`config.mk`:
```
export PLATFORM = sky130hd
export DESIGN_NAME = lisr_rem
export DESIGN_NICKNAME = d
export VERILOG_FILES = /design/src/hdl/lisr_pkg.sv /design/src/hdl/lisr_rem.sv
export SDC_FILE = /design/constraint.sdc
export NUM_CORES = 1
export LEC_CHECK = 0
export ABC_AREA = 1
export BUFFER_PORTS_ARGS = -buffer_cell sky130_fd_sc_hd__clkbuf_2
export CAP_MARGIN = 15
export CORE_ASPECT_RATIO = 1.1
export CORE_MARGIN = 2
export CORE_UTILIZATION = 50
export CTS_CLUSTER_SIZE = 10
export DETAILED_ROUTE_END_ITERATION = 12
export PLACE_DENSITY = 0.77
export SKIP_CTS_REPAIR_TIMING = 1
export SLEW_MARGIN = 20
export SYNTH_ARGS = -nofsm -noshare
export SYNTH_HDL_FRONTEND = slang
export SYNTH_SLANG_ARGS = --single-unit
```
`constraint.sdc`:
```
create_clock -name clk -period 2.3 [get_ports clk]
set_input_delay 0.23 -clock clk [delete_from_list [all_inputs] [get_ports clk]]
set_output_delay 0.23 -clock clk [all_outputs]
set_load 0.02 [all_outputs]
```
`src/hdl/lisr_pkg.sv`:
```
`timescale 1ns / 1ps
// ---------------------------------------------------------------------------
// lisr_pkg: shared types and constants of the stereo resampler
// Sizes of the frame memory and the position, the transaction payloads,
// the register map and the control state codes.
// ---------------------------------------------------------------------------
package lisr_pkg;

  // Frame memory depth (a power of two) and position fraction bits.
  localparam int MAX_FRAMES = 4096;
  localparam int FRAC_BITS  = 16;

  // Derived widths.
  localparam int ADDR_W = $clog2(MAX_FRAMES);
  localparam int LEN_W  = $clog2(MAX_FRAMES + 1);
  localparam int POS_W  = LEN_W + FRAC_BITS;
  localparam int CNT_W  = $clog2(LEN_W);

  // Register field widths.
  localparam int SLEN_W  = 13;
  localparam int STEP_W  = 20;
  localparam int PADDR_W = 4;
  localparam int DATA_W  = 32;

  // Reset step is 1.0 in the position's fixed-point format.
  localparam logic [STEP_W-1:0] STEP_RESET = STEP_W'(1 << FRAC_BITS);

  // Output sample limits.
  localparam int SAMPLE_MAX = 32767;
  localparam int SAMPLE_MIN = -32768;

  // Input operation codes.
  typedef enum logic [1:0] {
    OP_WRITE = 2'd0,
    OP_START = 2'd1,
    OP_STOP  = 2'd2,
    OP_TICK  = 2'd3
  } lisr_op_t;

  // Register indexes.
  typedef enum logic [1:0] {
    REG_LENGTH = 2'd0,
    REG_LOOP   = 2'd1,
    REG_PAUSE  = 2'd2,
    REG_STEP   = 2'd3
  } lisr_reg_t;

  // Control states of the tick sequencer.
  typedef enum logic [2:0] {
    ST_IDLE,
    ST_EVAL,
    ST_MOD,
    ST_RD0,
    ST_RD1,
    ST_MUL,
    ST_FIN
  } lisr_state_t;

  // Input transaction payload.
  typedef struct packed {
    lisr_op_t           op;
    logic [11:0]        frame_addr;
    logic signed [15:0] left_in;
    logic signed [15:0] right_in;
  } lisr_in_t;

  // Result transaction payload.
  typedef struct packed {
    logic signed [15:0] left_out;
    logic signed [15:0] right_out;
    logic               is_playing;
  } lisr_out_t;

  // One stereo frame as stored: right in the high half, left in the low half.
  typedef struct packed {
    logic signed [15:0] right;
    logic signed [15:0] left;
  } lisr_frame_t;

  // Effective configuration handed to the datapath.
  typedef struct packed {
    logic [LEN_W-1:0]  len;
    logic              loop_en;
    logic              pause;
    logic [STEP_W-1:0] step;
  } lisr_cfg_t;

endpackage

```
`src/hdl/lisr_rem.sv`:
```
`timescale 1ns / 1ps
// ---------------------------------------------------------------------------
// lisr_rem: frame index remainder unit
// Restoring remainder of the integer position by the length, one
// dividend bit per cycle, most significant bit first.
// ---------------------------------------------------------------------------
module lisr_rem (
  input  logic                       clk,
  input  logic                       rst_n,
  input  logic                       start,
  input  logic [lisr_pkg::LEN_W-1:0] dividend,
  input  logic [lisr_pkg::LEN_W-1:0] divisor,
  output logic                       done,
  output logic [lisr_pkg::LEN_W-1:0] rem
);

  logic                       busy_r, busy_nxt;
  logic                       done_r, done_nxt;
  logic [lisr_pkg::CNT_W-1:0] cnt_r, cnt_nxt;
  logic [lisr_pkg::LEN_W-1:0] rem_r, rem_nxt;
  logic [lisr_pkg::LEN_W:0]   trial;

  assign trial = {rem_r, dividend[cnt_r]};

  // One shift and conditional subtract per cycle.
  always_comb begin
    busy_nxt = busy_r;
    done_nxt = 1'b0;
    cnt_nxt  = cnt_r;
    rem_nxt  = rem_r;
    if (start) begin
      busy_nxt = 1'b1;
      cnt_nxt  = lisr_pkg::CNT_W'(lisr_pkg::LEN_W - 1);
      rem_nxt  = '0;
    end else if (busy_r) begin
      if (trial >= {1'b0, divisor}) begin
        rem_nxt = lisr_pkg::LEN_W'(trial - {1'b0, divisor});
      end else begin
        rem_nxt = lisr_pkg::LEN_W'(trial);
      end
      if (cnt_r == '0) begin
        busy_nxt = 1'b0;
        done_nxt = 1'b1;
      end else begin
        cnt_nxt = cnt_r - 1'b1;
      end
    end
  end

  always_ff @(posedge clk) begin
    if (!rst_n) begin
      busy_r <= 1'b0;
      done_r <= 1'b0;
    end else begin
      busy_r <= busy_nxt;
      done_r <= done_nxt;
    end
    cnt_r <= cnt_nxt;
    rem_r <= rem_nxt;
  end

  assign done = done_r;
  assign rem  = rem_r;

endmodule

```
==> summary.txt <==
Run status
  • Status: complete, but fails checks
  • Failing checks: setup timing

Worst hold path
  • HP Class: input pin to register

Setup path
  • CP Data Arrival Time: 2.50 ns
  • Crit Path Max Fanout: 7
  • Crit start category: register
  • Crit path cell chain: o21ai_0 -> o211ai_1 -> nand3_1 -> nand2_2 -> inv_2 -> ha_4 -> fa_2 -> inv_2 -> nand3_2 -> nand3_2 -> nand2_1 -> nand2_1 -> xor2_1 -> nand2_1 -> nand3_2 -> a21oi_2
  • Setup crit end kind: register
  • CP max stage cell: fa_2
  • CP peak stage delay: ~0.40 ns
  • WS Path Type: register to register
  • Worst EP required: around 2.5 ns

Timing
  • Minimum clock period: around 2.3 ns
  • Final Hold Viols: 0
  • Setup ws final: -0.0486 ns
  • Setup Skew: 0.00734 ns
  • Slew @ Worst Pin: approximately 0.5 ns
  • Crit share post-route: 1.02
  • Max-slew violations: 0
  • F_max: around 430 MHz
  • Slew margin rel.: 0.666
  • Final setup fails: 10
  • Unrepaired setup endpoints after global routing: yes

Layout
  • Area Overhead vs Synth: 21.3%
  • Share of post-route cells with drive strength above 1: 0.267
  • N_diodes: 0
  • Fin nets: 420
  • Post-layout util: 0.644
  • Leading cell type in the layout, fill and taps excluded: nand2_1
  • Final std cells w/o fill: about 430
  • Commonest cells after routing, fill and taps aside: 82 x nand2_1, 68 x inv_1, 42 x clkbuf_2, 26 x nand3_1, 17 x dfxtp_1

Floorplan
  • Core Region: between 3000 and 4000 um2
  • DIE WIDTH: about 64 um
  • Initial core utilization: 0.531
  • Die ar.: about 4500 um2
  • Cell Rows: 23
  • Die height: roughly 70 um
  • Top Ports: 43

Placement
  • Port Buffers: 42
  • Placed cells: 420
  • Post-Place Setup Slack: -0.178 ns
  • DP HPWL: 4010 um
  • Routability Congestion: 0.887

CTS
  • Clk_lat worst skew: about 0.27 ns
  • Cts bufs inserted: 3
  • CTS tree: built
  • H-tree levels: 1
  • Clock buffer depth: 2
  • Root Driver: clkbuf_8
  • Reg clk slew, reported paths: 0.09 ns
  • Num Clock Sinks: 19

Power and ir drop
  • Internal power: 575 uW
  • PwrDens: roughly 370 nW/um2
  • Switching share of power: 0.354
  • Clk pwr share: 0.292
  • Net switching power: 315 uW
  • Leakage: around 1.3 nW
  • Seq pwr share: 0.397
  • Comb pwr share: 0.311
  • Power Total: around 900 uW
  • Peak supply drop: around 0.00024 V

Synthesis
  • Post-synth top area cell: dfxtp_1
  • Cells after Synth: about 330
  • Area contributors post-synth: dfxtp_1 19%, nand2_1 16%, inv_1 14%
  • Sequential area share after synthesis: 0.193
  • Post-Syn Nets: about 370
  • #FFs+latches synth: 19
  • Synth Cell Area: a little under 2000 um2
  • Yosys cell types: 30
  • Top_reg_cell synth: dfxtp_1
  • Synth async-reset ratio: 0
  • Number of synthesized flops with an enable pin: 0
  • Post-synth top area share: 0.193
  • Synth Warn #: 0
  • Synthesized area per cell: 6.06 um2

Detailed routing
  • DRC violations left: 0
  • Final ANT Viol Nets: 0
  • First-pass DRT Iterations: 5
  • Drt total wl: 5280 um
  • DR WL/cell: 12.4 um
  • 1st-iter DRT viols: about 120
  • Total vias in the final route: 2179
  • Vias per cell: 5.13

Global route
  • Initial antenna violation count: 0
  • Total track usage: 0.242
  • GRT overflow: 0
  • Number of global-route vias before repair: around 2100
  • Largest net degree at the start of global routing: 17
  • Global-route wire length before repair: roughly 8800 um

Run
  • Max cap viols: 0
layout make-up:
class | count | area [um2]
fill | 345 | 1320
multi-input combinational | 222 | 1300
sequential | 19 | 388
timing repair buffer | 54 | 308
inverter | 76 | 288
tap | 50 | 62.6
clock buffer | 3 | 41.3
clock inverter | 1 | 5.00
flip-flops by register name (all words and copies together), names as in the netlist:
name and cells:
done 1, cnt_r 4, rem 13, busy_r 1
power by group through the flow:
stage | logic, mW | clock network [mW] | registers (mW)
2_1_floorplan | 0.173 | 0 | 0.361
3_3_place_gp | 0.250 | 0 | 0.359
3_5_place_dp | 0.256 | 0 | 0.359
4_1_cts | 0.259 | 0.259 | 0.352
5_1_grt | 0.313 | 0.279 | 0.355
6_report | 0.277 | 0.260 | 0.353
layer usage:
layer | up-vias | global-route usage | share of wire
met4 | 0 | 0.0942 | 0.025
met5 | - | 0 | 0
met1 | 952 | 0.294 | 0.43
met2 | 89 | 0.427 | 0.49
met3 | 13 | 0.0308 | 0.059
li1 | 1125 | - | -
critical path: cells and delay by family, from the launching register on:
kind                       cells  cell delay (ns)
DFF                            1             0.39
adders and majority gates      2             0.56
and+or+nand+nor                8             0.66
buffers and inverters          2             0.14
xor gates and xnor gates       1             0.16
AOI/OAI and AO/OA              3             0.33
Yosys cell counts, drive strengths merged (4+ instances only):
library cell   n
o211ai         4
nand2         91
nand4         16
inv           76
o21ai         12
xor2           4
nand3         31
nor2          18
buf            7
a21oi         23
dfxtp         19
ha            14
cells by family after synthesis:
family	count (synthesis)	share of synthesized area
buf+inv	85	0.177
compound gates	40	0.121
simple gates	159	0.379
flops	19	0.193
xor+xnor	7	0.0311
fa+ha+maj	15	0.0990
metrics by stage:
step | hold WS (ns) | setup TNS, ns | area (um2)
after floorplan | 0.299 | 0 | 1980
after global placement | 0.459 | -0.122 | 2270
after detailed placement | 0.462 | -1.51 | 2270
after CTS | 0.174 | -1.75 | 2320
after global routing | 0.178 | -2.24 | 2390
final | 0.169 | -0.214 | 2390
path summary, 6_finish.rpt:
path,endpoint,startpoint,slack [ns],cells after the start
max,rem[8],cnt_r[0],-0.05,16
min,busy_r,rst_n,0.17,3
max reg2reg,rem[8],cnt_r[0],-0.05,16
min reg2reg,rem[12],rem[12],0.50,2
Note: power is estimated with default switching activity, not from simulation.
