$ cat config.mk
export PLATFORM = sky130hd
export DESIGN_NAME = lisr_regs
export DESIGN_NICKNAME = d
export VERILOG_FILES = /design/src/hdl/lisr_pkg.sv /design/src/hdl/lisr_regs.sv
export SDC_FILE = /design/constraint.sdc
export NUM_CORES = 1
export LEC_CHECK = 0
export ABC_AREA = 0
export BUFFER_PORTS_ARGS = -buffer_cell sky130_fd_sc_hd__buf_2
export CAP_MARGIN = 20
export CORE_UTILIZATION = 35
export CTS_CLUSTER_DIAMETER = 150
export CTS_CLUSTER_SIZE = 25
export DETAILED_ROUTE_END_ITERATION = 16
export HOLD_SLACK_MARGIN = 0.08
export PLACE_DENSITY = 0.7
export SYNTH_ARGS = -nofsm -noshare
export SYNTH_HDL_FRONTEND = slang
export SYNTH_SLANG_ARGS = --single-unit
$ cat constraint.sdc
create_clock -name clk -period 0.9 [get_ports clk]
set_clock_uncertainty 0.05 [all_clocks]
set_input_delay 0 -clock clk [delete_from_list [all_inputs] [get_ports clk]]
set_output_delay 0 -clock clk [all_outputs]
set_load 0.005 [all_outputs]
$ cat src/hdl/lisr_pkg.sv
`timescale 1ns / 1ps
// ---------------------------------------------------------------------------
// lisr_pkg: shared types and constants of the stereo resampler
// Sizes of the frame memory and the position, the transaction payloads,
// the register map and the control state codes.
// ---------------------------------------------------------------------------
package lisr_pkg;

  // Frame memory depth (a power of two) and position fraction bits.
  localparam int MAX_FRAMES = 4096;
  localparam int FRAC_BITS  = 16;

  // Derived widths.
  localparam int ADDR_W = $clog2(MAX_FRAMES);
  localparam int LEN_W  = $clog2(MAX_FRAMES + 1);
  localparam int POS_W  = LEN_W + FRAC_BITS;
  localparam int CNT_W  = $clog2(LEN_W);

  // Register field widths.
  localparam int SLEN_W  = 13;
  localparam int STEP_W  = 20;
  localparam int PADDR_W = 4;
  localparam int DATA_W  = 32;

  // Reset step is 1.0 in the position's fixed-point format.
  localparam logic [STEP_W-1:0] STEP_RESET = STEP_W'(1 << FRAC_BITS);

  // Output sample limits.
  localparam int SAMPLE_MAX = 32767;
  localparam int SAMPLE_MIN = -32768;

  // Input operation codes.
  typedef enum logic [1:0] {
    OP_WRITE = 2'd0,
    OP_START = 2'd1,
    OP_STOP  = 2'd2,
    OP_TICK  = 2'd3
  } lisr_op_t;

  // Register indexes.
  typedef enum logic [1:0] {
    REG_LENGTH = 2'd0,
    REG_LOOP   = 2'd1,
    REG_PAUSE  = 2'd2,
    REG_STEP   = 2'd3
  } lisr_reg_t;

  // Control states of the tick sequencer.
  typedef enum logic [2:0] {
    ST_IDLE,
    ST_EVAL,
    ST_MOD,
    ST_RD0,
    ST_RD1,
    ST_MUL,
    ST_FIN
  } lisr_state_t;

  // Input transaction payload.
  typedef struct packed {
    lisr_op_t           op;
    logic [11:0]        frame_addr;
    logic signed [15:0] left_in;
    logic signed [15:0] right_in;
  } lisr_in_t;

  // Result transaction payload.
  typedef struct packed {
    logic signed [15:0] left_out;
    logic signed [15:0] right_out;
    logic               is_playing;
  } lisr_out_t;

  // One stereo frame as stored: right in the high half, left in the low half.
  typedef struct packed {
    logic signed [15:0] right;
    logic signed [15:0] left;
  } lisr_frame_t;

  // Effective configuration handed to the datapath.
  typedef struct packed {
    logic [LEN_W-1:0]  len;
    logic              loop_en;
    logic              pause;
    logic [STEP_W-1:0] step;
  } lisr_cfg_t;

endpackage

$ cat src/hdl/lisr_regs.sv
`timescale 1ns / 1ps
// ---------------------------------------------------------------------------
// lisr_regs: configuration register file
// APB-style write and read of length, loop, pause and step; hands the
// clamped length and the other fields to the datapath.
// ---------------------------------------------------------------------------
module lisr_regs (
  input  logic                         clk,
  input  logic                         rst_n,
  input  logic                         psel,
  input  logic                         penable,
  input  logic                         pwrite,
  input  logic [lisr_pkg::PADDR_W-1:0] paddr,
  input  logic [lisr_pkg::DATA_W-1:0]  pwdata,
  output logic [lisr_pkg::DATA_W-1:0]  prdata,
  output logic                         pready,
  output lisr_pkg::lisr_cfg_t          cfg
);

  logic [lisr_pkg::SLEN_W-1:0] slen_r, slen_nxt;
  logic                        loop_r, loop_nxt;
  logic                        pause_r, pause_nxt;
  logic [lisr_pkg::STEP_W-1:0] step_r, step_nxt;
  logic                        wr_en;
  lisr_pkg::lisr_reg_t         reg_idx;

  assign pready  = 1'b1;
  assign wr_en   = psel && penable && pwrite;
  assign reg_idx = lisr_pkg::lisr_reg_t'(paddr[3:2]);

  // Write decode.
  always_comb begin
    slen_nxt  = slen_r;
    loop_nxt  = loop_r;
    pause_nxt = pause_r;
    step_nxt  = step_r;
    if (wr_en) begin
      unique case (reg_idx)
        lisr_pkg::REG_LENGTH: slen_nxt  = pwdata[lisr_pkg::SLEN_W-1:0];
        lisr_pkg::REG_LOOP:   loop_nxt  = pwdata[0];
        lisr_pkg::REG_PAUSE:  pause_nxt = pwdata[0];
        lisr_pkg::REG_STEP:   step_nxt  = pwdata[lisr_pkg::STEP_W-1:0];
        default: ;
      endcase
    end
  end

  always_ff @(posedge clk) begin
    if (!rst_n) begin
      slen_r  <= '0;
      loop_r  <= 1'b0;
      pause_r <= 1'b0;
      step_r  <= lisr_pkg::STEP_RESET;
    end else begin
      slen_r  <= slen_nxt;
      loop_r  <= loop_nxt;
      pause_r <= pause_nxt;
      step_r  <= step_nxt;
    end
  end

  // Read decode.
  always_comb begin
    unique case (reg_idx)
      lisr_pkg::REG_LENGTH: prdata = lisr_pkg::DATA_W'(slen_r);
      lisr_pkg::REG_LOOP:   prdata = lisr_pkg::DATA_W'(loop_r);
      lisr_pkg::REG_PAUSE:  prdata = lisr_pkg::DATA_W'(pause_r);
      lisr_pkg::REG_STEP:   prdata = lisr_pkg::DATA_W'(step_r);
      default:              prdata = '0;
    endcase
  end

  // A length beyond the memory acts as a full memory.
  always_comb begin
    cfg.loop_en = loop_r;
    cfg.pause   = pause_r;
    cfg.step    = step_r;
    if (32'(slen_r) > 32'(lisr_pkg::MAX_FRAMES)) begin
      cfg.len = lisr_pkg::LEN_W'(lisr_pkg::MAX_FRAMES);
    end else begin
      cfg.len = lisr_pkg::LEN_W'(slen_r);
    end
  end

endmodule

==> impl_metrics.ini, run 1 <==
[status]
outcome = complete, but fails checks
failed_checks = setup timing

[floorplan]
die_w_um = 73.48
die_h_um = 73.48
core-area_um2 = 4817
ios = 109
initial_utilization_pct = 37.12
rows = 25
die-area_um2 = 5399

[global_routing]
antenna_found_initial = 0
grt_max_degree = 35
grtUsageTotal_pct = 18.69
overflow = 0
grt_pass1_vias = 1556
grt_pass1_wl_mm = 7.472

[critical_path]
cp-end-kind = primary output
path_class = flop to primary output
rr_worst_depth = 4
crit_path_end = prdata[0]
cp_max_fo = 2
r2r_start = step_r[11]
startpoint = step_r[0]
cp_data_arrival_time_ns = 1.19
crit_required_ns = 0.85
startpoint_type = flop
r2r-end = step_r[11]
rrSetupSlack_ns = 0.06

[sta]
drv_slew = 0
setup_viol = 30
hold_viol = 0
layout_min_cycle_time_ns = 1.243
setup-tns-final_ns = -3.482
fmax_ghz = 0.8046
rsz0062_at_grt = true
min_period_over_period_pct = 138.1
setup_slack_ns = -0.3428

[final_layout]
antenna_cells = 0
syn2layout_area_growth_pct = 67.60
fill_cells = 427
layout_common_cells = 68 x buf_2, 53 x nand2_1, 34 x mux2i_1
drive_above_1_share_pct = 50.00
fin_util_pct = 62.21
nets = 363
layout_commonest_cell = buf_2

[logic_synthesis]
synth-async-reset-ratio_pct = 0
ys.flop_type = dfxtp_1
yosysWarnings = 0
yosysSeqAreaShare_pct = 39.19
yosysTopAreaCellShare_pct = 39.19
synth_edf_count = 0
synth_top_area_cell = dfxtp_1
syn_avg_cell_area_um2 = 9.122
synthTopCellsByArea = dfxtp_1 39%, mux2i_1 19%, nand2_1 11%
synthCells = 196
netlist_area_um2 = 1788
ys_ff_latch = 35
synth_cell_type_count = 24

[clock_tree]
clock-sinks = 35
path_clk_slew_ns = 0.07
numCtsBuffers = 5
clk_latency_ns = 0.28
ctsHtreeMaxLevel = 2
root_buffer = clkbuf_8
clockBufferDepth = 2
cts_tree = built

[placement]
gp_congestion = 0.7240
io_buffer_count = 81
post-dp-hpwl_mm = 3.119

[detailed_routing]
vias = 1746
wl_per_cell_um = 12.95
vias_per_cell = 4.488
first_iter_violations = 51
routed_wl_mm = 5.037
drc = 0
dr.pass1.iters = 4
ant_nets = 0

[worst_hold_path]
hold_depth = 3
hold_class = primary input to flop

[power_and_ir_drop]
power_density_nw_per_um2 = 1134
ir_drop_mv = 0.6149
p_leak_nw = 1.430

[job]
maxCapViolations = 0
==> synthesized netlist by cell type (2+ instances only) <==
master and number:
a22o_1 12, mux2i_1 34, clkbuf_1 8, nor2b_1 12, nand2_1 53, conb_1 2, dfxtp_1 35, buf_4 15
buf_2 3, nor3b_1 2, and3_1 7
==> sequential cells by signal, summed over array words and instances (netlist names) <==
| name | flops |
|---|---|
| loop_r | 1 |
| pause_r | 1 |
| slen_r | 13 |
| step_r | 20 |
==> repair_timing <==
item / CTS / global route
hold buffers: 22 / 0
pin swaps: 5 / 2
buffers inserted: 10 / 6
gates resized for setup: 48 / 16
gates cloned: 1 / 0
setup endpoints to repair: 35 / 46
hold endpoints to repair: 35 / 0
==> cell type report <==
cell class / instances / area, µm² / share of cell area (%)
flip-flops and latches: 35 / 742.0 / 24.76
inverters: 1 / 3.754 / 0.1253
multi-input cells: 142 / 957.2 / 31.94
well taps: 67 / 83.83 / 2.797
repair buffers: 137 / 1107 / 36.95
clock inverters: 1 / 30.03 / 1.002
clock buffers: 6 / 72.57 / 2.422
==> critical path, cell delays in order (launching register included) <==
cell     delay, ns
dfxtp_1       0.31
mux4_2        0.46
buf_2         0.14
==> cell families (layout without fill, tap and decap cells) <==
| logic type | Yosys count | count (layout) | synth area share (%) |
|---|---|---|---|
| AOI/OAI and AO/OA | 14 | 14 | 6.648 |
| and+or+nand+nor | 80 | 80 | 22.18 |
| other | 2 | 13 | 0.4200 |
| buffers and inverters | 30 | 145 | 11.06 |
| muxes | 35 | 35 | 20.50 |
| DFF | 35 | 35 | 39.19 |
==> per-layer routing <==
| metal | vias up | GRT usage, % | wire length, µm |
|---|---|---|---|
| li1 | 876 | - | - |
| met1 | 795 | 21.96 | 2082 |
| met2 | 70 | 33.44 | 2613 |
| met3 | 5 | 5.213 | 302 |
| met4 | 0 | 4.487 | 39 |
| met5 | - | 0 | 0 |
==> how the worst min path moves through the flow <==
stage                     from          to  slack (ns)
floorplan           pwdata[13]  step_r[13]        0.09
global placement    pwdata[14]  step_r[14]        0.20
detailed placement  pwdata[15]  step_r[15]        0.21
CTS                   paddr[2]     pause_r        0.09
global route          paddr[2]     pause_r        0.11
finish                paddr[2]     pause_r        0.09
==> power breakdown <==
part	internal, mW	leakage (nW)	switching [mW]
registers	1.57	0.297	0.0150
clock network	0.811	0.0513	0.544
logic	0.251	1.08	0.207
total	2.63	1.43	0.766
==> through the flow <==
| step | cells | hold slack (ns) | setup slack [ns] | power, mW | instance area [µm²] |
|---|---|---|---|---|---|
| global route | 389 | 0.1066 | -0.3782 | 3.557 | 2997 |
| floorplan | 207 | 0.09210 | -0.002689 | 1.827 | 1838 |
| global placement | 344 | 0.2005 | -0.05564 | 1.957 | 2355 |
| CTS | 383 | 0.08748 | -0.3775 | 3.425 | 2900 |
| finish | 389 | 0.09004 | -0.3428 | 3.398 | 2997 |
| detailed placement | 344 | 0.2125 | -0.1025 | 1.963 | 2355 |
Note: power is estimated with default switching activity, not from simulation.
==> run 2, diff against run 1 <==
SETUP_SLACK_MARGIN = 0.1   (was not set)
==> run 2 against run 1 <==
Effect of this change:
- the run ends with hold timing, setup timing left
- count of clock-buffer cells in the layout is 1 lower
- critical path depth stayed put
- register-to-register slack lost 0.29 ns
- wire length grew 3.8%
- maximum frequency shrank 1.1%
- combinational power increased by 2%
- die area did not move
- clock power down 22%
- largest cell class unchanged
- highest routed layer unchanged
==> impl_metrics.ini, run 2 (synthesis gave the netlist of run 1 again) <==
[status]
outcome = complete, but fails checks
failed_checks = hold timing, setup timing

[global_routing]
antenna_found_initial = 0
grtUsageTotal_pct = 19.45
grt_pass1_wl_mm = 7.859
grt_max_degree = 22
grt_pass1_vias = 1707
overflow = 0

[detailed_routing]
routed_wl_mm = 5.226
drc = 0
vias_per_cell = 4.554
first_iter_violations = 18
dr.pass1.iters = 4
ant_nets = 0
wl_per_cell_um = 13.03
vias = 1826

[floorplan]
ios = 109
die-area_um2 = 5399
initial_utilization_pct = 37.12
rows = 25
die_h_um = 73.48
core-area_um2 = 4817
die_w_um = 73.48

[critical_path]
crit_chain = mux4_2, buf_6
path_class = flop to primary output
cp-end-kind = primary output
cp_max_fo = 2
cp_top_family = multiplexers
worst_path_max_delay_cell = mux4_2
max_stage_delay_ns = 0.47
critPathBufInv = 1
cp_data_arrival_time_ns = 1.21
startpoint_type = flop
crit_required_ns = 0.85

[final_layout]
reg.largest.list = step_r x20, slen_r x13
nets = 374
drive_above_1_share_pct = 56.59
antenna_cells = 0
seq_area_um2 = 744.5
max_flop_register = step_r
fill_cells = 426
layout_common_cells = 62 x buf_2, 45 x buf_6, 43 x nand2_1
multi_input_area_um2 = 979.7
layout_commonest_cell = buf_2
syn2layout_area_growth_pct = 75.79
largest_reg_flops = 20

[clock_tree]
clockBufferDepth = 2
ctsHtreeMaxLevel = 2
clk_latency_ns = 0.28
numCtsBuffers = 5
clock-sinks = 35
cts_hold_buffers = 19
root_buffer = clkbuf_8
path_clk_slew_ns = 0.07
cts_tree = built

[power_and_ir_drop]
total_power_mw = 3.115
power_density_nw_per_um2 = 991.0
p_leak_nw = 1.506
ir_drop_mv = 1.107

[sta]
setup_viol = 32
rsz0062_at_grt = true
hold_viol = 1
drv_slew = 0
min_period_over_period_pct = 139.6
setup_slack_ns = -0.3563
fmax_ghz = 0.7960
hold_ws_ns = -0.003633
layout_min_cycle_time_ns = 1.256
setup-tns-final_ns = -3.820

[placement]
post-dp-hpwl_mm = 3.209
pre_cts_ws_ns = -0.09571
gp_congestion = 0.7192
io_buffer_count = 81

[job]
maxCapViolations = 0

[worst_hold_path]
hold_class = primary input to flop
## run 2: cell types whose count changed in the layout (fill, tap and decap cells not counted), moves of 2 or more
cell | before | now
buf_2 | 68 | 62
buf_6 | 23 | 45
clkinv_2 | 0 | 3
dfxtp_1 | 4 | 2
dfxtp_2 | 30 | 32
dlygate4sd3_1 | 22 | 19
nand2_1 | 53 | 43
nand2_2 | 1 | 11
## run 2: cell type report
cell class / instances / area share [%]
Clock buffer: 5 / 2.189
Clock inverter: 3 / 0.4777
Inverter: 1 / 0.1194
Multi-Input combinational cell: 142 / 31.17
Sequential cell: 35 / 23.69
Tap cell: 67 / 2.667
Timing Repair Buffer: 148 / 39.69
## run 2: path summary, 6_finish.rpt
kind	from	end	slack [ns]	cells after the start
setup reg to reg	step_r[0]	step_r[0]	-0.23	7
hold / removal	pwdata[16]	step_r[16]	-0.004	3
setup / recovery	step_r[0]	prdata[0]	-0.36	2
hold reg to reg	step_r[18]	step_r[18]	0.41	2
## run 2: through the flow
step | hold slack, ns | instances | cell area (µm²) | util [%]
floorplan | 0.09210 | 207 | 1836 | -
global placement | 0.2008 | 344 | 2340 | 48.57
detailed placement | 0.2060 | 344 | 2340 | 48.57
CTS | -0.01377 | 392 | 3015 | 62.60
global route | 0.02017 | 401 | 3143 | 65.25
finish | -0.003633 | 401 | 3143 | 65.25
## run 2: layer usage
metal / track usage (%) / up-vias / wire (µm)
li1: - / 901 / -
met1: 22.30 / 853 / 2193
met2: 35.78 / 66 / 2725
met3: 3.841 / 6 / 254
met4: 6.410 / 0 / 52
met5: 0 / - / 0
## run 2: power breakdown
group	switching, mW	total (mW)	internal, mW
logic	0.215	0.469	0.254
clock network	0.533	1.06	0.528
registers	0.0154	1.58	1.57
total	0.763	3.11	2.35
## run 2: worst register-to-register path, delay by kind of cell, from the launching register on
kind	cells	cell delay (ns)
buffers and inverters	5	0.54
flip-flops	1	0.32
multiplexers	1	0.05
AND/OR/NAND/NOR	1	0.05
## run 2: timing repair
action | CTS | global route
resized for setup | 73 | 19
endpoints found under the setup margin | 54 | 61
buffers inserted | 22 | 9
hold endpoints to repair | 35 | 3
pin swaps | 7 | 0
