==> src/hdl/lisr_pkg.sv <==
`timescale 1ns / 1ps
// ---------------------------------------------------------------------------
// lisr_pkg: shared types and constants of the stereo resampler
// Sizes of the frame memory and the position, the transaction payloads,
// the register map and the control state codes.
// ---------------------------------------------------------------------------
package lisr_pkg;

  // Frame memory depth (a power of two) and position fraction bits.
  localparam int MAX_FRAMES = 4096;
  localparam int FRAC_BITS  = 16;

  // Derived widths.
  localparam int ADDR_W = $clog2(MAX_FRAMES);
  localparam int LEN_W  = $clog2(MAX_FRAMES + 1);
  localparam int POS_W  = LEN_W + FRAC_BITS;
  localparam int CNT_W  = $clog2(LEN_W);

  // Register field widths.
  localparam int SLEN_W  = 13;
  localparam int STEP_W  = 20;
  localparam int PADDR_W = 4;
  localparam int DATA_W  = 32;

  // Reset step is 1.0 in the position's fixed-point format.
  localparam logic [STEP_W-1:0] STEP_RESET = STEP_W'(1 << FRAC_BITS);

  // Output sample limits.
  localparam int SAMPLE_MAX = 32767;
  localparam int SAMPLE_MIN = -32768;

  // Input operation codes.
  typedef enum logic [1:0] {
    OP_WRITE = 2'd0,
    OP_START = 2'd1,
    OP_STOP  = 2'd2,
    OP_TICK  = 2'd3
  } lisr_op_t;

  // Register indexes.
  typedef enum logic [1:0] {
    REG_LENGTH = 2'd0,
    REG_LOOP   = 2'd1,
    REG_PAUSE  = 2'd2,
    REG_STEP   = 2'd3
  } lisr_reg_t;

  // Control states of the tick sequencer.
  typedef enum logic [2:0] {
    ST_IDLE,
    ST_EVAL,
    ST_MOD,
    ST_RD0,
    ST_RD1,
    ST_MUL,
    ST_FIN
  } lisr_state_t;

  // Input transaction payload.
  typedef struct packed {
    lisr_op_t           op;
    logic [11:0]        frame_addr;
    logic signed [15:0] left_in;
    logic signed [15:0] right_in;
  } lisr_in_t;

  // Result transaction payload.
  typedef struct packed {
    logic signed [15:0] left_out;
    logic signed [15:0] right_out;
    logic               is_playing;
  } lisr_out_t;

  // One stereo frame as stored: right in the high half, left in the low half.
  typedef struct packed {
    logic signed [15:0] right;
    logic signed [15:0] left;
  } lisr_frame_t;

  // Effective configuration handed to the datapath.
  typedef struct packed {
    logic [LEN_W-1:0]  len;
    logic              loop_en;
    logic              pause;
    logic [STEP_W-1:0] step;
  } lisr_cfg_t;

endpackage

==> src/hdl/lisr_lerp.sv <==
`timescale 1ns / 1ps
// ---------------------------------------------------------------------------
// lisr_lerp: one-channel linear interpolator
// Registers a*S + (b-a)*t, then truncates toward zero and saturates.
// ---------------------------------------------------------------------------
module lisr_lerp (
  input  logic                           clk,
  input  logic                           load,
  input  logic signed [15:0]             a,
  input  logic signed [15:0]             b,
  input  logic [lisr_pkg::FRAC_BITS-1:0] t,
  output logic signed [15:0]             q
);

  localparam int FB    = lisr_pkg::FRAC_BITS;
  localparam int ACC_W = FB + 18;
  localparam int Q_W   = ACC_W - FB;
  localparam logic signed [Q_W-1:0] Q_MAX = Q_W'(lisr_pkg::SAMPLE_MAX);
  localparam logic signed [Q_W-1:0] Q_MIN = Q_W'(lisr_pkg::SAMPLE_MIN);

  logic signed [16:0]      diff;
  logic signed [FB:0]      t_s;
  logic signed [ACC_W-1:0] prod;
  logic signed [ACC_W-1:0] a_sh;
  logic signed [ACC_W-1:0] acc_r, acc_nxt;
  logic signed [Q_W-1:0]   q_full;
  logic                    round_up;

  // a*(S-t) + b*t written as a*S + (b-a)*t.
  assign diff    = {b[15], b} - {a[15], a};
  assign t_s     = {1'b0, t};
  assign prod    = diff * t_s;
  assign a_sh    = {{(ACC_W - 16 - FB){a[15]}}, a, {FB{1'b0}}};
  assign acc_nxt = load ? (a_sh + prod) : acc_r;

  always_ff @(posedge clk) begin
    acc_r <= acc_nxt;
  end

  // Arithmetic shift floors; a negative value with a nonzero fraction
  // moves up by one to truncate toward zero.
  assign round_up = acc_r[ACC_W-1] && (|acc_r[FB-1:0]);
  assign q_full   = $signed(acc_r[ACC_W-1:FB]) + $signed({{(Q_W-1){1'b0}}, round_up});

  always_comb begin
    if (q_full > Q_MAX) begin
      q = 16'(Q_MAX);
    end else if (q_full < Q_MIN) begin
      q = 16'(Q_MIN);
    end else begin
      q = 16'(q_full);
    end
  end

endmodule

==> config.mk <==
export PLATFORM = sky130hd
export DESIGN_NAME = lisr_lerp
export DESIGN_NICKNAME = d
export VERILOG_FILES = /design/src/hdl/lisr_pkg.sv /design/src/hdl/lisr_lerp.sv
export SDC_FILE = /design/constraint.sdc
export NUM_CORES = 1
export LEC_CHECK = 0
export BUFFER_PORTS_ARGS = -buffer_cell sky130_fd_sc_hd__buf_2
export CAP_MARGIN = 40
export CORE_MARGIN = 5
export CORE_UTILIZATION = 40
export CTS_BUF_LIST = sky130_fd_sc_hd__clkbuf_8
export CTS_CLUSTER_SIZE = 24
export DETAILED_ROUTE_END_ITERATION = 10
export MAX_ROUTING_LAYER = met4
export SLEW_MARGIN = 40
export SYNTH_ARGS = -nofsm -noshare
export SYNTH_HDL_FRONTEND = slang
export SYNTH_SLANG_ARGS = --single-unit
export TNS_END_PERCENT = 1
==> constraint.sdc <==
create_clock -name clk -period 8.85 [get_ports clk]
set_clock_uncertainty 0.1 [all_clocks]
set_input_delay 1.77 -clock clk [delete_from_list [all_inputs] [get_ports clk]]
set_output_delay 1.77 -clock clk [all_outputs]
set_load 0.02 [all_outputs]
==> key figures, run 1 <==
Yosys
  – Area share of the largest cell type after synthesis: 42.9%
  – Netlist area before placement: 0.0141 sq mm
  – Post-synth cell types: 67
  – Ys flop type: edfxtp_1
  – Post-Syn Instances: 1512
  – Yosys warnings: 0
  – Async set-reset flop share out of synthesis: 0%
  – Sequential fraction of the synthesis area: 7.26%
  – Biggest area consumer among synthesized cells: fa_1
  – Synth area leaders: fa_1, ha_1, inv_1, edfxtp_1, and2_1
  – Syn_nets: 1988
  – Flip-flop and latch count after synthesis: 34
  – Syn Area/Cell: 9.30 sq um
  – EDFF count, synth: 34

Drt
  – Drt via density: 4.89
  – Via count: 10600
  – Routed Antenna Nets: 0
  – Post-Route WL: 35200 um
  – Drt drc: 0
  – Iter 0 DRT Violations: 428
  – Wire per inst: 16.2 um
  – Drt first pass iters: 5

Worst hold path
  – WHS Endpoint: acc_r[0]$_DFFE_PP_
  – Hold Crit Depth: 2
  – Hold_sp: t[0]
  – Min-delay worst type: input pin to register

Clock tree
  – Reg clk slew, reported paths: 0.07 ns
  – Max clock buf depth: 2
  – Hold-fix buffers at CTS: 0
  – CTS root buf: clkbuf_8
  – Total number of clock tree sinks: 34
  – H-tree levels: 2
  – CTS Buf Count: 5
  – CTS tree: done

Timing
  – Unrepaired setup endpoints after global routing: yes
  – Final setup margin: 0.0311 ns
  – Setup TNS: 0 ns
  – Achievable frequency: 113 MHz
  – Worst hold slack: 1.99 ns
  – Slew Limit Headroom: 49.0%
  – Setup violators final: 0
  – Final Cycle Share: 99.6%
  – Post-layout min period: 8.82 ns
  – Endpoints failing hold: 0
  – Slew Limit Fails: 0
  – Least-Margin Pin Slew: 0.765 ns

Critical path
  – Crit start category: input pin
  – Slowest CP cell: fa_1
  – Worst Setup End Kind: register
  – Crit Path Category: input pin to register
  – Slowest stage delay, CP: 0.60 ns
  – CP required: 8.78 ns
  – Worst Path Arrival: 8.75 ns
  – Critical-path maximum fanout: 8
  – Crit path depth: 30
  – Crit path buf inv count: 7
  – Top delay family on crit path: adder cells

Finish
  – Storage cell area: 0.00102 sq mm
  – Fraction of layout cells with a size suffix above 1: 20.4%
  – Area of the multi-input gates: 0.0119 sq mm
  – Nets: 2193
  – Filler cells: 3298
  – Max reg flops: 34
  – Ant. Diodes: 0
  – Layout area overhead: 19.2%
  – Largest Register: acc_r
  – Largest regs: acc_r (34)

Placed design
  – Placer Congestion: 0.883
  – Port bufs: 65
  – Post-place setup slack: -0.502 ns
  – Hpwl dp: 30500 um

Global route
  – Grt total ovfl: 0
  – Pin count of the biggest net entering global routing: 35
  – Number of global-route vias before repair: 11800
  – Initial antenna violation count: 0
  – All-Layer GR Usage: 19.5%
  – First-pass GRT wire length: 59800 um

Floorplanning
  – Die height: 197 um
  – FP Rows: 68
  – Core ar.: 0.0346 sq mm
  – Die ar.: 0.0390 sq mm
  – Initial core utilization: 40.6%
  – Die Width: 197 um
  – IO Pins: 66

Status
  – Status: complete, no violations

Job
  – Max cap viols: 0
cell type report:
cell class	instances	area share (%)
Multi-Input combinational cell	1042	71.1
Timing Repair Buffer	245	10.2
Inverter	389	8.73
Sequential cell	34	6.09
Tap cell	455	3.40
Clock buffer	5	0.411
Clock inverter	1	0.0224
cell usage after synthesis, types with 15 or more instances:
cell	count
inv_1	389
fa_1	301
and2_1	129
ha_1	125
nand2_1	111
xnor2_1	40
nor2b_1	35
a21oi_1	34
edfxtp_1	34
clkbuf_1	33
nor2_1	31
o21ai_0	30
xor2_1	20
o21ai_1	18
nand3_1	15
o21a_1	15
metrics by stage:
stage	util, %	area (sq um)	cells
finish	48.4	16800	2171
global route	48.4	16800	2171
CTS	47.0	16300	2164
detailed placement	46.5	16100	2154
global placement	46.4	16100	2154
floorplan	-	14100	1512
worst max-delay path by stage:
| stage | slack, ns | start | endpoint |
|---|---|---|---|
| 2_1_floorplan | 0.0002 | a[2] | acc_r[33]$_DFFE_PP_ |
| 3_3_place_gp | -0.40 | a[4] | acc_r[33]$_DFFE_PP_ |
| 3_5_place_dp | -0.50 | a[0] | acc_r[30]$_DFFE_PP_ |
| 4_1_cts | 0.01 | a[0] | acc_r[30]$_DFFE_PP_ |
| 5_1_grt | -0.22 | b[0] | acc_r[26]$_DFFE_PP_ |
| 6_report | 0.03 | b[0] | acc_r[26]$_DFFE_PP_ |
cell usage in the layout, fill, tap and decap left out, types with 6 or more instances in the layout:
| master | n |
|---|---|
| inv_1 | 383 |
| fa_1 | 288 |
| buf_4 | 173 |
| and2_1 | 124 |
| nand2_1 | 110 |
| ha_1 | 108 |
| buf_2 | 64 |
| xnor2_1 | 37 |
| edfxtp_1 | 34 |
| nor2b_1 | 32 |
| nor2_1 | 31 |
| a21oi_1 | 29 |
| o21ai_0 | 29 |
| xor2_1 | 19 |
| o21a_1 | 14 |
| nand3_1 | 14 |
| ha_4 | 14 |
| fa_2 | 13 |
| nor3_1 | 12 |
| nand2b_1 | 12 |
| o21ai_1 | 12 |
| nand3b_1 | 12 |
| a21o_1 | 9 |
| o21ai_2 | 8 |
| and3b_1 | 7 |
| and3_1 | 6 |
| buf_6 | 6 |
cells by family (layout without fill, tap and decap cells):
logic type	Yosys count	in the layout	share of synthesized area, %
xor gates and xnor gates	60	60	3.74
DFF	34	34	7.26
muxes	1	1	0.0712
buffers and inverters	436	640	11.8
and+or+nand+nor	392	392	15.1
AOI/OAI and AO/OA	163	163	8.11
adders and majority gates	426	426	54.0
routing by layer:
layer / track usage [%] / up-vias / share of wire (%)
li1: - / 5006 / -
met1: 24.1 / 5389 / 43
met2: 34.6 / 174 / 51
met3: 1.40 / 52 / 2.8
met4: 5.71 / 0 / 3.5
met5: - / - / 0
repair_timing:
item	CTS	global route
resized for setup	15	87
cloned	1	0
endpoints found under the setup margin	12	19
buffers inserted	3	7
pin swaps	9	80
Power of run 1 is left out: the tool's default activity adds up to more than one toggle a clock period on the data nets, which glitch-free logic cannot reach.
==> run 2, diff against run 1 <==
--- a/config.mk
+++ b/config.mk
@@ -15,2 +15,3 @@
 export MAX_ROUTING_LAYER = met4
+export PLACE_DENSITY = 0.69
 export SLEW_MARGIN = 40
--- a/constraint.sdc
+++ b/constraint.sdc
@@ -4,2 +4,2 @@
 set_output_delay 1.77 -clock clk [all_outputs]
-set_load 0.02 [all_outputs]
+set_load 0.05 [all_outputs]
==> key figures, run 2 <==
Clock tree
  – CTS Buf Count: 5 (unchanged)
  – Hold-fix buffers at CTS: 0 (unchanged)
  – H-tree levels: 2 (unchanged)
  – CTS root buf: clkbuf_8
  – Total number of clock tree sinks: 34 (unchanged)
  – Max clock buf depth: 2 (unchanged)

Timing
  – Worst EP kind: register data pin
  – Worst endpoint from the post-global-route timing repair: acc_r[33]$_DFFE_PP_/D

Yosys
  – Syn Area/Cell: 9.30 sq um (unchanged)
  – EDFF count, synth: 34 (unchanged)
  – Post-Syn Instances: 1512 (unchanged)
  – Synth cell count leaders: inv_1, fa_1, and2_1
  – Flip-flop and latch count after synthesis: 34 (unchanged)
  – Netlist area before placement: 0.0141 sq mm (unchanged)
  – Biggest area consumer among synthesized cells: fa_1
  – Synth area leaders: fa_1, ha_1, inv_1, edfxtp_1, and2_1
  – Ys flop type: edfxtp_1
  – Sequential fraction of the synthesis area: 7.26% (unchanged)
  – Post-synth cell types: 67 (unchanged)
  – Yosys warnings: 0 (unchanged)
  – Syn_nets: 1988 (unchanged)
  – Area share of the largest cell type after synthesis: 42.9% (unchanged)
  – Count leader, synth: inv_1
  – Async set-reset flop share out of synthesis: 0% (unchanged)

Global route
  – Pin count of the biggest net entering global routing: 35 (unchanged)
  – Grt total ovfl: 0 (unchanged)
  – All-Layer GR Usage: 19.1% (-0.44 points)
  – Number of global-route vias before repair: 12100 (+2.3%)
  – First-pass GRT wire length: 58900 um (-1.4%)
  – Initial antenna violation count: 0 (unchanged)

Placed design
  – Port bufs: 65 (unchanged)
  – Hpwl dp: 30500 um (-0.26%)
  – Post-place setup slack: -0.448 ns (+0.0543 ns)
  – Placer Congestion: 0.882 (-0.17%)

Status
  – Status: aborted with a tool error
  – Error: [ERROR DRT-0255] Maze Route cannot find path of net clk in worker of routeBox ( 144900 0 ) ( 197490 48300 ).
  – Stop stage: detailed routing (5_2_route)

Floorplanning
  – Die Width: 197 um (unchanged)
  – IO Pins: 66 (unchanged)
  – Die height: 197 um (unchanged)
  – FP Rows: 68 (unchanged)
  – Initial core utilization: 40.6% (unchanged)
-- run 2: cell counts after synthesis --
Identical to the previous run, type by type.
-- run 2: metrics by stage --
stage / hold WS [ns] / instance area [sq um] / TNS, ns / instances
after global routing: 1.97 / 16500 / -4.38 / 2174
after CTS: 1.97 / 16300 / -0.0495 / 2167
after detailed placement: 2.27 / 16000 / -5.66 / 2146
after global placement: 2.27 / 16000 / -3.85 / 2146
after floorplan: 1.78 / 14100 / 0 / 1512
-- run 2: what timing repair did --
action / CTS / global route
buffers inserted: 12 / 6
gates cloned: 1 / 1
gates resized for setup: 17 / 39
hold endpoints to repair: 0 / 0
endpoints found under the setup margin: 11 / 19
pin swaps: 12 / 19
-- run 2: routing by layer --
layer  GRT usage [%]
met1            22.2
met4            5.84
met3            1.93
met2            34.9
met5               -
-- run 2: logic make-up after synthesis --
kind of cell / after synthesis / synth area share, %
buffers and inverters: 436 / 11.8
xor gates and xnor gates: 60 / 3.74
adders and majority gates: 426 / 54.0
AOI/OAI and AO/OA: 163 / 8.11
muxes: 1 / 0.0712
DFF: 34 / 7.26
and+or+nand+nor: 392 / 15.1
==> run 3, diff against run 2 <==
Settings changed: CORE_UTILIZATION 40 to 25, CTS_BUF_LIST sky130_fd_sc_hd__clkbuf_8 to not set, CTS_CLUSTER_SIZE 24 to not set, MAX_ROUTING_LAYER met4 to not set, PLACE_DENSITY 0.69 to not set, PLACE_DENSITY_LB_ADDON set to 0.15.
Clock period 8.85 ns to 11.5 ns, I/O delays scaled along.
==> key figures, run 3 (synthesis results as in run 1) <==
Critical path
  – Worst Path Arrival: 10.26 ns
  – Critical-path maximum fanout: 24
  – Crit Path Category: input pin to register
  – Slowest CP cell: fa_1
  – CP required: 11.41 ns
  – Crit start category: input pin
  – Worst Setup End Kind: register
  – Slowest stage delay, CP: 0.68 ns

Floorplanning
  – IO Pins: 66 (unchanged)
  – Core ar.: 0.0561 sq mm
  – Die Width: 247 um (+25%)
  – Die height: 247 um (+25%)
  – Initial core utilization: 25.1% (-16 points)
  – FP Rows: 87 (+28%)
  – Die ar.: 0.0611 sq mm

Global route
  – Grt total ovfl: 0 (unchanged)
  – All-Layer GR Usage: 12.8% (-6.3 points)
  – Initial antenna violation count: 0 (unchanged)
  – Number of global-route vias before repair: 11000 (-9.5%)
  – Pin count of the biggest net entering global routing: 35 (unchanged)
  – First-pass GRT wire length: 61700 um (+4.7%)

Finish
  – Fraction of layout cells with a size suffix above 1: 7.39%
  – Ant. Diodes: 0
  – Layout area overhead: 10.3%
  – Final Cell Area: 0.0155 sq mm
  – Nets: 2032
  – Largest Register: acc_r
  – Most common cell after layout, fill and taps aside: inv_1
  – Most frequent cells in the layout: inv_1, fa_1, and2_1
  – Max reg flops: 34
  – Final non-filler cell total: 2313
  – Filler cells: 6054
  – Post-Route Utilization: 27.7%
  – Largest regs: acc_r (34)

Drt
  – Wire per inst: 16.4 um
  – Via count: 9889
  – Iter 0 DRT Violations: 382
  – Post-Route WL: 37900 um
  – Routed Antenna Nets: 0
  – Drt first pass iters: 5
  – Drt via density: 4.28
  – Drt drc: 0

Placed design
  – Hpwl dp: 33100 um (+8.8%)
  – Port bufs: 65 (unchanged)
  – Placer Congestion: 0.814 (-7.7%)
  – Post-Place Cells: 2305 (+7.4%)
  – Placed cell areas: 0.0153 sq mm (-4.4%)

Clock tree
  – CTS tree: done
  – Setup bufs post-CTS: 0 (-12)
  – Hold-fix buffers at CTS: 0 (unchanged)
  – Reg clk slew, reported paths: 0.05 ns
  – CTS Buf Count: 5 (unchanged)
  – CTS root buf: clkbuf_16
  – Total number of clock tree sinks: 34 (unchanged)
  – Max clock buf depth: 2 (unchanged)
  – H-tree levels: 2 (unchanged)
  – CTS-repair resized insts: 0 (-17)

Worst hold path
  – Min-delay worst type: input pin to register

Timing
  – Setup violators final: 0
  – Endpoints failing hold: 0
  – Final Cycle Share: 90.0%
  – Achievable frequency: 96.6 MHz
  – Setup TNS: 0 ns
  – Unrepaired setup endpoints after global routing: no
  – Post-layout min period: 10.35 ns
  – Slew Limit Fails: 0
  – Least-Margin Pin Slew: 0.905 ns
  – Slew Limit Headroom: 38.1%

Job
  – Max cap viols: 0

Status
  – Status: complete, no violations
run 3: layout make-up:
cell class	count	area (sq um)	share of cell area, %
multi-input cells	1042	11400	73.8
repair buffers	84	468	3.02
well taps	756	946	6.10
inverters	389	1460	9.42
clock inverters	3	45.0	0.290
clock buffers	5	125	0.807
flip-flops and latches	34	1020	6.58
run 3: worst max-delay path: cells and delay by family:
kind | cells | cell delay [ns]
adder cells (fa/ha/maj) | 9 | 4.18
AO/OA/AOI/OAI | 10 | 2.17
buffers and inverters | 7 | 0.90
AND/OR/NAND/NOR | 3 | 0.57
XOR/XNOR | 1 | 0.11
run 3: layer usage:
metal  track usage (%)  up-vias  part of all wire (%)
li1                  -     4687                     -
met1              17.0     5071                    45
met2              23.3      110                    52
met3              1.09       21                   2.1
met4              1.30        0                   1.0
met5                 0        -                     0
run 3: per-stage QoR:
stage	setup slack (ns)	hold slack (ns)
after floorplan	1.99	2.31
after global placement	0.807	2.82
after detailed placement	0.797	2.81
after CTS	1.06	2.52
after global routing	0.644	2.54
final	1.15	2.52
run 3: path summary, 6_finish.rpt:
path | startpoint | endpoint | cells past startpoint
max | a[0] | acc_r[33]$_DFFE_PP_ | 30
min | t[0] | acc_r[0]$_DFFE_PP_ | 2
Power of run 3 is left out for the same reason.
